### src/rtl/rgb_led_chain_serializer_top_macros.svh
// assertion macros for the rgb led chain serializer
// no dependencies; taken in by the top level with an include
`ifndef RGB_LED_CHAIN_SERIALIZER_TOP_MACROS_SVH
`define RGB_LED_CHAIN_SERIALIZER_TOP_MACROS_SVH
`ifndef SYNTH
// same-cycle implication, checked out of reset
`define RLCS_ASSERT_NOW(label, clk, rst_n, ante, cons) \
    label: assert property (@(posedge clk) disable iff (!rst_n) (ante) |-> (cons)) \
        else $error("rlcs assertion failed");
// next-cycle implication, checked out of reset
`define RLCS_ASSERT_NEXT(label, clk, rst_n, ante, cons) \
    label: assert property (@(posedge clk) disable iff (!rst_n) (ante) |=> (cons)) \
        else $error("rlcs assertion failed");
`else
`define RLCS_ASSERT_NOW(label, clk, rst_n, ante, cons)
`define RLCS_ASSERT_NEXT(label, clk, rst_n, ante, cons)
`endif
`endif

### src/rtl/rlcs_pkg.sv
// shared types and constants for the rgb led chain serializer
// no dependencies; used by rlcs_engine and the top level
package rlcs_pkg;

    // request kinds carried on tuser
    typedef enum logic [1:0] {
        KIND_TICK   = 2'd0,
        KIND_BYTE   = 2'd1,
        KIND_TOGGLE = 2'd2
    } kind_t;

    // colour byte slots of the serial cycle
    typedef enum logic [1:0] {
        SLOT_RED   = 2'd0,
        SLOT_GREEN = 2'd1,
        SLOT_BLUE  = 2'd2,
        SLOT_SKIP  = 2'd3
    } slot_t;

    // configuration register indexes
    typedef enum logic [2:0] {
        CFG_LED_COUNT  = 3'd0,
        CFG_BIT_PERIOD = 3'd1,
        CFG_ONE_HIGH   = 3'd2,
        CFG_ZERO_HIGH  = 3'd3,
        CFG_LATCH_GAP  = 3'd4
    } cfg_idx_t;

    localparam int CFG_INDEX_W = 3;
    localparam int CFG_DATA_W  = 16;
    localparam int COLOUR_W    = 8;

    localparam logic [7:0]  LED_COUNT_RESET  = 8'd12;
    localparam logic [15:0] BIT_PERIOD_RESET = 16'd30;
    localparam logic [15:0] ONE_HIGH_RESET   = 16'd21;
    localparam logic [15:0] ZERO_HIGH_RESET  = 16'd7;
    localparam logic [15:0] LATCH_GAP_RESET  = 16'd7200;
    localparam logic [7:0]  RED_RESET        = 8'hFF;
    localparam logic [7:0]  GREEN_RESET      = 8'h00;
    localparam logic [7:0]  BLUE_RESET       = 8'h00;

    typedef struct packed {
        logic [7:0]  led_count;
        logic [15:0] bit_period_ticks;
        logic [15:0] one_high_ticks;
        logic [15:0] zero_high_ticks;
        logic [15:0] latch_gap_ticks;
    } cfg_t;

    typedef struct packed {
        logic power_enable_n;
        logic line_level;
    } result_t;

endpackage

### src/rtl/rlcs_engine.sv
// frame timing and colour state of the rgb led chain serializer
// depends on rlcs_pkg; instantiated by rgb_led_chain_serializer_top
module rlcs_engine #(
    parameter int TICK_COUNTER_WIDTH = 16,
    parameter int BITS_PER_LED       = 24
) (
    input  logic                 aclk,
    input  logic                 aresetn,
    input  logic                 req_accept,
    input  rlcs_pkg::kind_t      req_kind,
    input  logic [7:0]           req_rx_byte,
    input  rlcs_pkg::cfg_t       cfg,
    output rlcs_pkg::result_t    result
);
    import rlcs_pkg::*;

    localparam int BIT_POS_W = $clog2(BITS_PER_LED);
    localparam int CMP_W     = (TICK_COUNTER_WIDTH > 16 ? TICK_COUNTER_WIDTH : 16) + 1;

    logic [COLOUR_W-1:0]           red_reg, red_next;
    logic [COLOUR_W-1:0]           green_reg, green_next;
    logic [COLOUR_W-1:0]           blue_reg, blue_next;
    slot_t                         slot_reg, slot_next;
    logic                          lamp_on_reg, lamp_on_next;
    logic [7:0]                    led_pos_reg, led_pos_next;
    logic [BIT_POS_W-1:0]          bit_pos_reg, bit_pos_next;
    logic [TICK_COUNTER_WIDTH-1:0] tick_reg, tick_next;
    logic                          gap_reg, gap_next;
    logic                          frame_reg, frame_next;
    logic [BITS_PER_LED-1:0]       shift_reg, shift_next;

    logic [CMP_W-1:0]        tick_inc;
    logic [15:0]             period_raw;
    logic [15:0]             period_eff;
    logic [7:0]              count_eff;
    logic                    period_done;
    logic [15:0]             high_cur;
    logic                    lvl_cur;
    logic                    lvl_inc;
    logic [BITS_PER_LED-1:0] colour_word;
    logic                    tick_cleared;
    logic                    tick_stepped;
    logic                    new_top;
    logic                    lvl_start;

    // counter comparisons, all against the current state so they run in parallel
    assign period_raw  = gap_reg ? cfg.latch_gap_ticks : cfg.bit_period_ticks;
    assign period_eff  = (period_raw == '0) ? 16'd1 : period_raw;
    assign count_eff   = (cfg.led_count == '0) ? 8'd1 : cfg.led_count;
    assign tick_inc    = CMP_W'(tick_reg) + CMP_W'(1);
    assign period_done = (tick_reg == '1) || (tick_inc >= CMP_W'(period_eff));
    assign high_cur    = shift_reg[BITS_PER_LED-1] ? cfg.one_high_ticks : cfg.zero_high_ticks;
    assign lvl_cur     = CMP_W'(tick_reg) < CMP_W'(high_cur);
    assign lvl_inc     = tick_inc < CMP_W'(high_cur);
    assign colour_word = BITS_PER_LED'({green_reg, red_reg, blue_reg}) << (BITS_PER_LED - 24);

    always_comb begin
        red_next     = red_reg;
        green_next   = green_reg;
        blue_next    = blue_reg;
        slot_next    = slot_reg;
        lamp_on_next = lamp_on_reg;
        led_pos_next = led_pos_reg;
        bit_pos_next = bit_pos_reg;
        tick_next    = tick_reg;
        gap_next     = gap_reg;
        frame_next   = frame_reg;
        shift_next   = shift_reg;
        tick_cleared = 1'b0;
        tick_stepped = 1'b0;
        if (req_accept) begin
            unique case (req_kind)
                KIND_TICK: begin
                    if (frame_reg) begin
                        if (!period_done) begin
                            tick_next    = TICK_COUNTER_WIDTH'(tick_inc);
                            tick_stepped = 1'b1;
                        end else if (gap_reg) begin
                            gap_next     = 1'b0;
                            frame_next   = 1'b0;
                            tick_next    = '0;
                            tick_cleared = 1'b1;
                        end else begin
                            tick_next    = '0;
                            tick_cleared = 1'b1;
                            if (bit_pos_reg != BIT_POS_W'(BITS_PER_LED - 1)) begin
                                bit_pos_next = bit_pos_reg + BIT_POS_W'(1);
                                shift_next   = shift_reg << 1;
                            end else begin
                                bit_pos_next = '0;
                                if ({1'b0, led_pos_reg} + 9'd1 < {1'b0, count_eff}) begin
                                    led_pos_next = led_pos_reg + 8'd1;
                                    shift_next   = colour_word;
                                end else begin
                                    led_pos_next = '0;
                                    gap_next     = 1'b1;
                                end
                            end
                        end
                    end else if (lamp_on_reg) begin
                        frame_next   = 1'b1;
                        gap_next     = 1'b0;
                        led_pos_next = '0;
                        bit_pos_next = '0;
                        tick_next    = '0;
                        tick_cleared = 1'b1;
                        shift_next   = colour_word;
                    end
                end
                KIND_BYTE: begin
                    unique case (slot_reg)
                        SLOT_RED: begin
                            red_next  = req_rx_byte;
                            slot_next = SLOT_GREEN;
                        end
                        SLOT_GREEN: begin
                            green_next = req_rx_byte;
                            slot_next  = SLOT_BLUE;
                        end
                        SLOT_BLUE: begin
                            blue_next = req_rx_byte;
                            slot_next = SLOT_SKIP;
                        end
                        SLOT_SKIP: begin
                            slot_next = SLOT_RED;
                        end
                    endcase
                end
                KIND_TOGGLE: begin
                    lamp_on_next = !lamp_on_reg;
                end
                default: begin
                end
            endcase
        end
    end

    // a freshly cleared counter shows high whenever the new bit has any high time
    assign new_top   = shift_next[BITS_PER_LED-1];
    assign lvl_start = new_top ? (cfg.one_high_ticks != '0) : (cfg.zero_high_ticks != '0);

    always_comb begin
        result.power_enable_n = !(lamp_on_next || frame_next);
        priority if (!frame_next || gap_next) begin
            result.line_level = 1'b0;
        end else if (tick_cleared) begin
            result.line_level = lvl_start;
        end else if (tick_stepped) begin
            result.line_level = lvl_inc;
        end else begin
            result.line_level = lvl_cur;
        end
    end

    always_ff @(posedge aclk) begin
        if (!aresetn) begin
            red_reg     <= RED_RESET;
            green_reg   <= GREEN_RESET;
            blue_reg    <= BLUE_RESET;
            slot_reg    <= SLOT_RED;
            lamp_on_reg <= 1'b0;
            led_pos_reg <= '0;
            bit_pos_reg <= '0;
            tick_reg    <= '0;
            gap_reg     <= 1'b0;
            frame_reg   <= 1'b0;
            shift_reg   <= '0;
        end else begin
            red_reg     <= red_next;
            green_reg   <= green_next;
            blue_reg    <= blue_next;
            slot_reg    <= slot_next;
            lamp_on_reg <= lamp_on_next;
            led_pos_reg <= led_pos_next;
            bit_pos_reg <= bit_pos_next;
            tick_reg    <= tick_next;
            gap_reg     <= gap_next;
            frame_reg   <= frame_next;
            shift_reg   <= shift_next;
        end
    end

endmodule

### src/rtl/rgb_led_chain_serializer_top.sv
// top level of the rgb led chain serializer: stream ports, config registers, result register
// depends on rlcs_pkg, rlcs_engine and rgb_led_chain_serializer_top_macros.svh
`include "rgb_led_chain_serializer_top_macros.svh"

// Drives a one-wire addressable RGB LED chain from a stream of requests. Each request
// is a clock tick, a received serial byte or a lamp toggle (kind on s_tuser), and each
// one gives exactly one result: the data line level and the active-low power enable
// after that request. Serial bytes fill red, green, blue in turn and a fourth byte is
// dropped, restarting the cycle; the colour resets to full red. While the lamp is on,
// tick requests run frames of led_count LEDs, 24 bits each sent G,R,B msb first, each
// bit bit_period_ticks long with a high time of one_high_ticks or zero_high_ticks,
// followed by a low latch gap of latch_gap_ticks. A frame in flight finishes after the
// lamp is switched off. One request is taken every clock unless a result waits unread;
// each result is registered in the output register, and a waiting result does not stop
// the next request as long as the consumer takes it in the same cycle. Config registers
// take effect at once and are meant to be written only while no result is outstanding.
module rgb_led_chain_serializer_top #(
    parameter int TICK_COUNTER_WIDTH = 16,
    parameter int BITS_PER_LED       = 24
) (
    input  logic                                 aclk,
    input  logic                                 aresetn,
    // request channel
    input  logic                                 s_tvalid,
    output logic                                 s_tready,
    input  logic [7:0]                           s_tdata,  // [7:0] rx_byte
    input  logic [1:0]                           s_tuser,  // [1:0] kind
    // result channel
    output logic                                 m_tvalid,
    input  logic                                 m_tready,
    output logic [7:0]                           m_tdata,  // [0] line_level, [1] power_enable_n
    // config write port
    input  logic                                 cfg_we,
    input  logic [rlcs_pkg::CFG_INDEX_W-1:0]     cfg_index,
    input  logic [rlcs_pkg::CFG_DATA_W-1:0]      cfg_wdata
);
    import rlcs_pkg::*;

    cfg_t    cfg_reg;
    logic    req_accept;
    result_t result;
    logic    m_tvalid_reg;
    result_t m_result_reg;

    // the output register frees up in the same cycle the consumer takes it
    assign s_tready   = !m_tvalid_reg || m_tready;
    assign req_accept = s_tvalid && s_tready;

    // configuration registers
    always_ff @(posedge aclk) begin
        if (!aresetn) begin
            cfg_reg.led_count        <= LED_COUNT_RESET;
            cfg_reg.bit_period_ticks <= BIT_PERIOD_RESET;
            cfg_reg.one_high_ticks   <= ONE_HIGH_RESET;
            cfg_reg.zero_high_ticks  <= ZERO_HIGH_RESET;
            cfg_reg.latch_gap_ticks  <= LATCH_GAP_RESET;
        end else if (cfg_we) begin
            unique case (cfg_idx_t'(cfg_index))
                CFG_LED_COUNT:  cfg_reg.led_count        <= cfg_wdata[7:0];
                CFG_BIT_PERIOD: cfg_reg.bit_period_ticks <= cfg_wdata;
                CFG_ONE_HIGH:   cfg_reg.one_high_ticks   <= cfg_wdata;
                CFG_ZERO_HIGH:  cfg_reg.zero_high_ticks  <= cfg_wdata;
                CFG_LATCH_GAP:  cfg_reg.latch_gap_ticks  <= cfg_wdata;
                default: begin
                    // indexes past the last register are dropped
                end
            endcase
        end
    end

    // state update and next result, one request per clock while no result waits unread
    rlcs_engine #(
        .TICK_COUNTER_WIDTH (TICK_COUNTER_WIDTH),
        .BITS_PER_LED       (BITS_PER_LED)
    ) u_engine (
        .aclk        (aclk),
        .aresetn     (aresetn),
        .req_accept  (req_accept),
        .req_kind    (kind_t'(s_tuser)),
        .req_rx_byte (s_tdata),
        .cfg         (cfg_reg),
        .result      (result)
    );

    // result register
    always_ff @(posedge aclk) begin
        if (!aresetn) begin
            m_tvalid_reg <= 1'b0;
        end else if (req_accept) begin
            m_tvalid_reg <= 1'b1;
        end else if (m_tready) begin
            m_tvalid_reg <= 1'b0;
        end
    end

    // payload needs no reset
    always_ff @(posedge aclk) begin
        if (req_accept) begin
            m_result_reg <= result;
        end
    end

    assign m_tvalid = m_tvalid_reg;
    assign m_tdata  = {6'b0, m_result_reg.power_enable_n, m_result_reg.line_level};

    // an accepted request always leaves a result behind
    `RLCS_ASSERT_NEXT(a_accept_gives_result, aclk, aresetn, req_accept, m_tvalid)
    // an empty output register never holds back a request
    `RLCS_ASSERT_NOW(a_ready_when_empty, aclk, aresetn, !m_tvalid_reg, s_tready)
    // the line only goes high while the lamp power is enabled
    `RLCS_ASSERT_NOW(a_high_needs_power, aclk, aresetn, m_tvalid && m_tdata[0], !m_tdata[1])

endmodule

### config.mk
export PLATFORM = sky130hd
export DESIGN_NAME = rgb_led_chain_serializer_top
export DESIGN_NICKNAME = d
export VERILOG_FILES = /design/src/rtl/rlcs_pkg.sv /design/src/rtl/rlcs_engine.sv /design/src/rtl/rgb_led_chain_serializer_top.sv
export VERILOG_INCLUDE_DIRS = /design/src /design/src/rtl
export SDC_FILE = /design/constraint.sdc
export NUM_CORES = 1
export LEC_CHECK = 0
export BUFFER_PORTS_ARGS = -buffer_cell sky130_fd_sc_hd__buf_4
export CORE_MARGIN = 2
export CORE_UTILIZATION = 35
export DETAILED_ROUTE_END_ITERATION = 7
export SETUP_SLACK_MARGIN = 0.1
export SYNTH_ARGS = -nofsm -noshare
export SYNTH_HDL_FRONTEND = slang
export SYNTH_HIERARCHICAL = 1
export SYNTH_SLANG_ARGS = --single-unit
### constraint.sdc
create_clock -name aclk -period 5.3 [get_ports aclk]
set_clock_uncertainty 0.05 [all_clocks]
set_input_delay 0.265 -clock aclk [delete_from_list [all_inputs] [get_ports aclk]]
set_output_delay 0.265 -clock aclk [all_outputs]
set_load 0.005 [all_outputs]
* Word-level counts from Yosys, hierarchy flattened
Cells that the tools add are included.
** Word-level totals
- Memory bits (read-only) :: 0
- Bits in writable memories :: 0
- Input port bits :: 34
- Output and inout port bits :: 10
- Latch bits :: 0
- Flip-flop bits (word level) :: 157
- Word-level logic and storage cells :: 130
- Memories kept :: 0
** Operators by class
- Magnitude comparators :: 4
- Shifts and indexed selects :: 0
- Multiplexer cells :: 56
- Bitwise gates (word level) :: 0
- Div/mod/pow operators :: 0
- $mul :: 0
- Reduce and logical (&&, ||, !) cells :: 31
- Add/subtract/negate cells :: 4
- Equality and inequality tests :: 15
** Operators with widths (number)
- two-way mux 24 bit :: 8
- two-way mux 16 bit :: 6
- two-way mux 8 bit :: 7
- nonzero test 16 bit :: 2
- two-way mux 1 bit :: 29
- two-way mux 5 bit :: 5
- adder 16 x 1 -> 17 bit (second input constant) :: 1
- greater-or-equal comparator 17 x 16 -> 1 bit :: 1
- less-than comparator 17 x 16 -> 1 bit :: 1
- equality test 16 bit (second input constant) :: 1
- logical NOT 16 bit :: 1
- less-than comparator 16 bit :: 1
- AND reduction 2 bit :: 6
- AND reduction 3 bit :: 4
- AND reduction 6 bit :: 2
- adder 8 x 1 -> 9 bit (second input constant) :: 1
- less-than comparator 9 x 8 -> 1 bit :: 1
- adder 8 x 1 -> 8 bit (second input constant) :: 1
- logical NOT 8 bit :: 1
- case mux 2 bit (4 select lines) :: 1
- equality test 2 bit (second input constant) :: 3
- equality test 3 x 2 -> 1 bit (second input constant) :: 2
- != test 2 bit (second input constant) :: 3
- adder 5 x 1 -> 5 bit (second input constant) :: 1
- 12 further kinds :: 21

* Depth between registers and ports, before layout
- Word-level depth :: 12
- Depth in mapped cells :: 18
- Mapped depth without buffers :: 15

* Hierarchy
The synthesis kept the hierarchy.
** Modules (own cells, without submodules)
- rlcs_engine :: sequential area each 1641.6 um^2, instances 1, cells an instance 659, area an instance 5406.4 um^2
- rgb_led_chain_serializer_top :: sequential area each 1521.5 um^2, instances 1, cells an instance 282, area an instance 2906.5 um^2

* Worst setup path before layout
OpenSTA, ideal clock, no wires.
- Kind :: flip-flop to flip-flop
- Start point :: register u_engine.gap_reg
- End point :: register u_engine.led_pos_reg[6]
- Setup time :: 70 ps
- Slack :: 1598 ps
- Cell stages (with the launch flop) :: 18
- Path buffers :: 4
- Period minus slack after synthesis :: 3702 ps
- Required time :: 5180 ps
- Data arrival time :: 3582 ps
- Path through :: dfxtp_1 clkbuf_1 buf_1 mux2i_1 nand4_1 or4_1 nand2_1 ha_1 nor2b_1 o221ai_1 o211ai_1 o211a_1 a21o_1 buf_6 nand2b_4 clkbuf_1 o21ai_0 a21oi_1
** On the way
- Cells in the longest elaborated chain, start to end :: 7
- Elaborated cells on any way between the ends :: 8
- Those cells by class :: order compare (1); eq/ne (2); mux (2); reduce/logical (3)
** Ends and longest elaborated chain
- start, declared :: line rlcs_engine.sv:28 : logic gap_reg, gap_next;
- start signal, assigned :: line rlcs_engine.sv:177 : gap_reg <= gap_next;
- two-way mux 16 bit :: line rlcs_engine.sv:47 : assign period_raw = gap_reg ? cfg.latch_gap_ticks : cfg.bit_period_ticks;
- logical NOT 16 bit :: line rlcs_engine.sv:48 : assign period_eff = (period_raw == '0) ? 16'd1 : period_raw;
- two-way mux 16 bit :: line rlcs_engine.sv:48
- greater-or-equal comparator 17 x 16 -> 1 bit :: line rlcs_engine.sv:51 : assign period_done = (tick_reg == '1) || (tick_inc >= CMP_W'(period_eff));
- logical OR 1 bit :: line rlcs_engine.sv:51
- != test 2 bit (no source line)
- AND reduction 6 bit (no source line) (*)
- end signal, assigned :: line rlcs_engine.sv:174 : led_pos_reg <= led_pos_next;
- end, declared :: line rlcs_engine.sv:25 : logic [7:0] led_pos_reg, led_pos_next;
Mark *: on every way between the ends. The rest lies on a longest branch, timed or not.
A chain may end at the register's enable or synchronous reset.

* Worst setup path in the final report
- Start point :: register u_engine.tick_reg[0]
- End point :: register m_result_reg (netlist bit m_tdata[0]), data pin
** On the way
- Cells in the longest elaborated chain, start to end :: 9
- Elaborated cells on any way between the ends :: 31
- Those cells by class :: add/sub (1); order compare (3); eq/ne (1); mux (23); reduce/logical (3)
** Ends and longest elaborated chain
- start, declared :: line rlcs_engine.sv:27 : logic [TICK_COUNTER_WIDTH-1:0] tick_reg, tick_next;
- start signal, assigned :: line rlcs_engine.sv:176 : tick_reg <= tick_next;
- adder 16 x 1 -> 17 bit :: line rlcs_engine.sv:50 : assign tick_inc = CMP_W'(tick_reg) + CMP_W'(1);
- greater-or-equal comparator 17 x 16 -> 1 bit :: line rlcs_engine.sv:51
- logical OR 1 bit :: line rlcs_engine.sv:51
- two-way mux 1 bit / two-way mux 24 bit (equally long branches) :: line rlcs_engine.sv:75 : if (!period_done) begin
- two-way mux 1 bit / two-way mux 24 bit (equally long branches) :: line rlcs_engine.sv:74 : if (frame_reg) begin
- two-way mux 1 bit / two-way mux 24 bit (equally long branches) :: line rlcs_engine.sv:72 : unique case (req_kind)
- two-way mux 1 bit / two-way mux 24 bit (equally long branches) :: line rlcs_engine.sv:71 : if (req_accept) begin
- two-way mux 1 bit (tied with other cells) :: line rlcs_engine.sv:148 : end else if (tick_stepped) begin
- two-way mux 1 bit / logical OR 1 bit (equally long branches) :: line rlcs_engine.sv:146, rlcs_engine.sv:144
- end signal, assigned :: line rgb_led_chain_serializer_top.sv:99 : m_result_reg <= result;
- end, declared :: line rgb_led_chain_serializer_top.sv:43 : result_t m_result_reg;
Several ways; a longest one is shown, not always the timed one. The select of a mux whose other input is x is not followed.

==> results.md <==
- Max reg flops: approximately 70
- Inst Count DP: 1254
- Clock Power Share: 46.8%
- Leak: 3.81 nW
- Worst Path Required: between 5 and 6 ns
- Min Tclk post-route: 4.38 ns
- Cell area after layout: 9400 µm²
- WP data arrival: 4.58 ns
- Port Buf Inserts: 37
- Antenna Violating Nets Remaining: 0
- Synthesized cell area: 8310 µm²
- Num CTS Buffers: 17
- Die H: 158 µm
- Combinational share of power: 5.8%
- # diodes: 0
- Seq/Total Area, Yosys: 38.0%
- # fillers: 2373
- Pint: between 1.5 and 2 mW
- Post-synth EDFFs: 2
- Largest net degree at the start of global routing: 99
- Period utilization: 82.6%
- Num ports: 44
- Post-CTS Hold Fix Bufs: 0
- Mapped Cells: 941
- Critical Path Source: u_engine/tick_reg[0]
- Setup bufs post-CTS: 0
- Main synth FF type: dfxtp_1
- Antenna violations before repair: 0
- Synth async-reset ratio: 0%
- Starting Density: 35.5%
- Tot Pwr: approximately 2.6 mW
- Footprint of the multi-input gates: 4820 µm²
- Routed vias/inst: 5.20
- FMAX: 0.228 GHz
- Status: finished clean
- Final cell utilization of the core: around two fifths
- Routed WL: 19600 µm
- Worst hold margin: 0.0335 ns
- Core area: 23400 µm²
- Post-Place Setup Slack: 1.02 ns
- Register area: around 3200 µm²
- Die area: 25000 µm²
- Slew headroom: 25.5%
- Slew Viols, Final: 0
- Final nets: 1048
- H-tree depth: 4
- CTS tree: yes
- Reg2reg start: u_engine/tick_reg[0]
- Mean post-synth cell area: 8.83 µm²
- Clock buffer depth: 2
- GRT overflow: 0
- Switch share: 25.0%
- Fin Setup TNS: 0 ns
- Number of max-cap violations: 0
- Nature of the critical path startpoint: flip-flop
- Worst Setup Slack, final: a little over 0.9 ns
- Final hold violation count: 0
- Number of global-route vias before repair: 6298
- DP Wirelength: approximately 14000 µm
- HP Start: s_tdata[5]
- Clk_lat worst skew: roughly 0.43 ns
- Yosys warnings: 6
- Global-route wire length before repair: between 30000 and 40000 µm
- DR DRC count: 0
- Clock Sinks: approximately 160
- DR iter-0 viols: 391
- Worst setup EP type: flip-flop
- Worst setup path class: flip-flop to flip-flop
- #FFs+latches synth: 157
- Row Count: 56
- # resized after CTS: 0
- Layout Cells excl Fill: between 1000 and 1500
- Peak supply drop: 0.209 mV
- RSZ-0062 raised after global routing: no
- Synth cell types: 64
- RD Place Congestion: 0.866
- DP Area: ~8800 µm²
- Total GRT Usage: 16.1%
- Hold Path Class: primary input to flip-flop
- Vias: 6685
- Layout cells sized above 1: 9.51%
- Seq pwr share: 47.3%
- Die W: 158 µm
- Final setup violation count: 0
- Clock Tree Root: clkbuf_16
- Worst slew pin tran: approximately 1.1 ns
- Pre-antenna DRT Iters: 6
- WL/cell: around 15 µm
- NetSw: approximately 640 µW
- Clk pin slew, worst setup/hold paths: around 0.070 ns
- P&R area growth vs syn: 13.1%
- Critical Path Fanout Max: 17
- Power Dens Cells: 273 nW/µm²
synthesized netlist by cell type, types with 8 or more instances:
master | count | share of area, %
nor3_1 | 8 | 0.48
mux2i_1 | 107 | 13
xor2_1 | 12 | 1.3
nor2b_1 | 29 | 2.2
nor4_1 | 15 | 1.1
o21ai_0 | 41 | 2.5
nand3_1 | 21 | 1.3
dfxtp_1 | 155 | 37
xnor2_1 | 11 | 1.2
nand2_1 | 154 | 7.0
ha_1 | 60 | 9.0
inv_1 | 21 | 0.95
a21oi_1 | 67 | 4.0
clkbuf_1 | 39 | 1.8
a22oi_1 | 34 | 3.1
nor2_1 | 36 | 1.6
nand4_1 | 14 | 1.1
buf_2 | 10 | 0.60
buf_4 | 8 | 0.72
area by class of cell:
class                   count  share of cell area (%)
clock buffers              18                    4.57
inverters                  23                   0.918
well taps                 319                    4.25
clock inverters            14                    1.54
multi-input cells         707                    51.2
flip-flops and latches    157                    33.6
repair buffers             48                    3.83
placed cells by master (no fill, tap or decap), types with 5 or more instances in the layout:
cell type	count
xor2_1	12
inv_6	6
or3b_1	5
nor4_1	15
nor2_1	36
o211ai_1	6
dfxtp_1	155
clkbuf_16	17
nor3_1	8
nand2_1	154
nand4_1	14
conb_1	6
and3_1	7
mux2i_1	107
and2_1	7
nor2b_1	29
nand3_1	21
a22oi_1	34
xnor2_1	11
a21o_1	6
inv_1	21
ha_1	60
buf_4	48
a211oi_1	5
o21ai_0	41
a21oi_1	67
kinds of logic after synthesis:
family	synth area share, %
buffers and inverters	4.30
and+or+nand+nor	19.3
muxes	13.0
xor gates and xnor gates	2.42
DFF	38.0
adders and majority gates	9.03
other	0.0451
AOI/OAI and AO/OA	13.8
power by group through the flow:
stage / registers (mW) / clock network (mW) / logic [mW]
2_1_floorplan: 1.24 / 0 / 0.0995
3_3_place_gp: 1.24 / 0 / 0.150
3_5_place_dp: 1.24 / 0 / 0.151
4_1_cts: 1.22 / 1.23 / 0.152
5_1_grt: 1.22 / 1.27 / 0.168
6_report: 1.22 / 1.20 / 0.150
worst max-delay path, stage by stage (launching register included):
cell      delay, ns
dfxtp_1        0.50
ha_1           0.26
nand3_2        0.15
nor4_4         0.27
and4_1         0.31
and3_1         0.19
xor2_1         0.26
ha_1           0.30
a21oi_1        0.17
nor2b_1        0.06
a311oi_1       0.38
o2111a_1       0.69
o211ai_1       0.20
a31oi_1        0.19
a21boi_0       0.22
path summary, 6_finish.rpt:
kind / to / slack [ns] / cells past startpoint
setup / recovery: m_tdata[0] / 0.92 / 14
hold / removal: u_engine/red_reg[5] / 0.03 / 3
setup reg to reg: m_tdata[0] / 0.92 / 14
hold reg to reg: cfg_reg[53] / 0.41 / 2
metal layers:
metal	vias up	GRT usage, %	wire (µm)
li1	3386	-	-
met1	3152	22.3	9880
met2	128	25.6	8630
met3	19	3.01	872
met4	0	4.55	206
met5	-	0	0
Power figures use the tool's default switching activity.
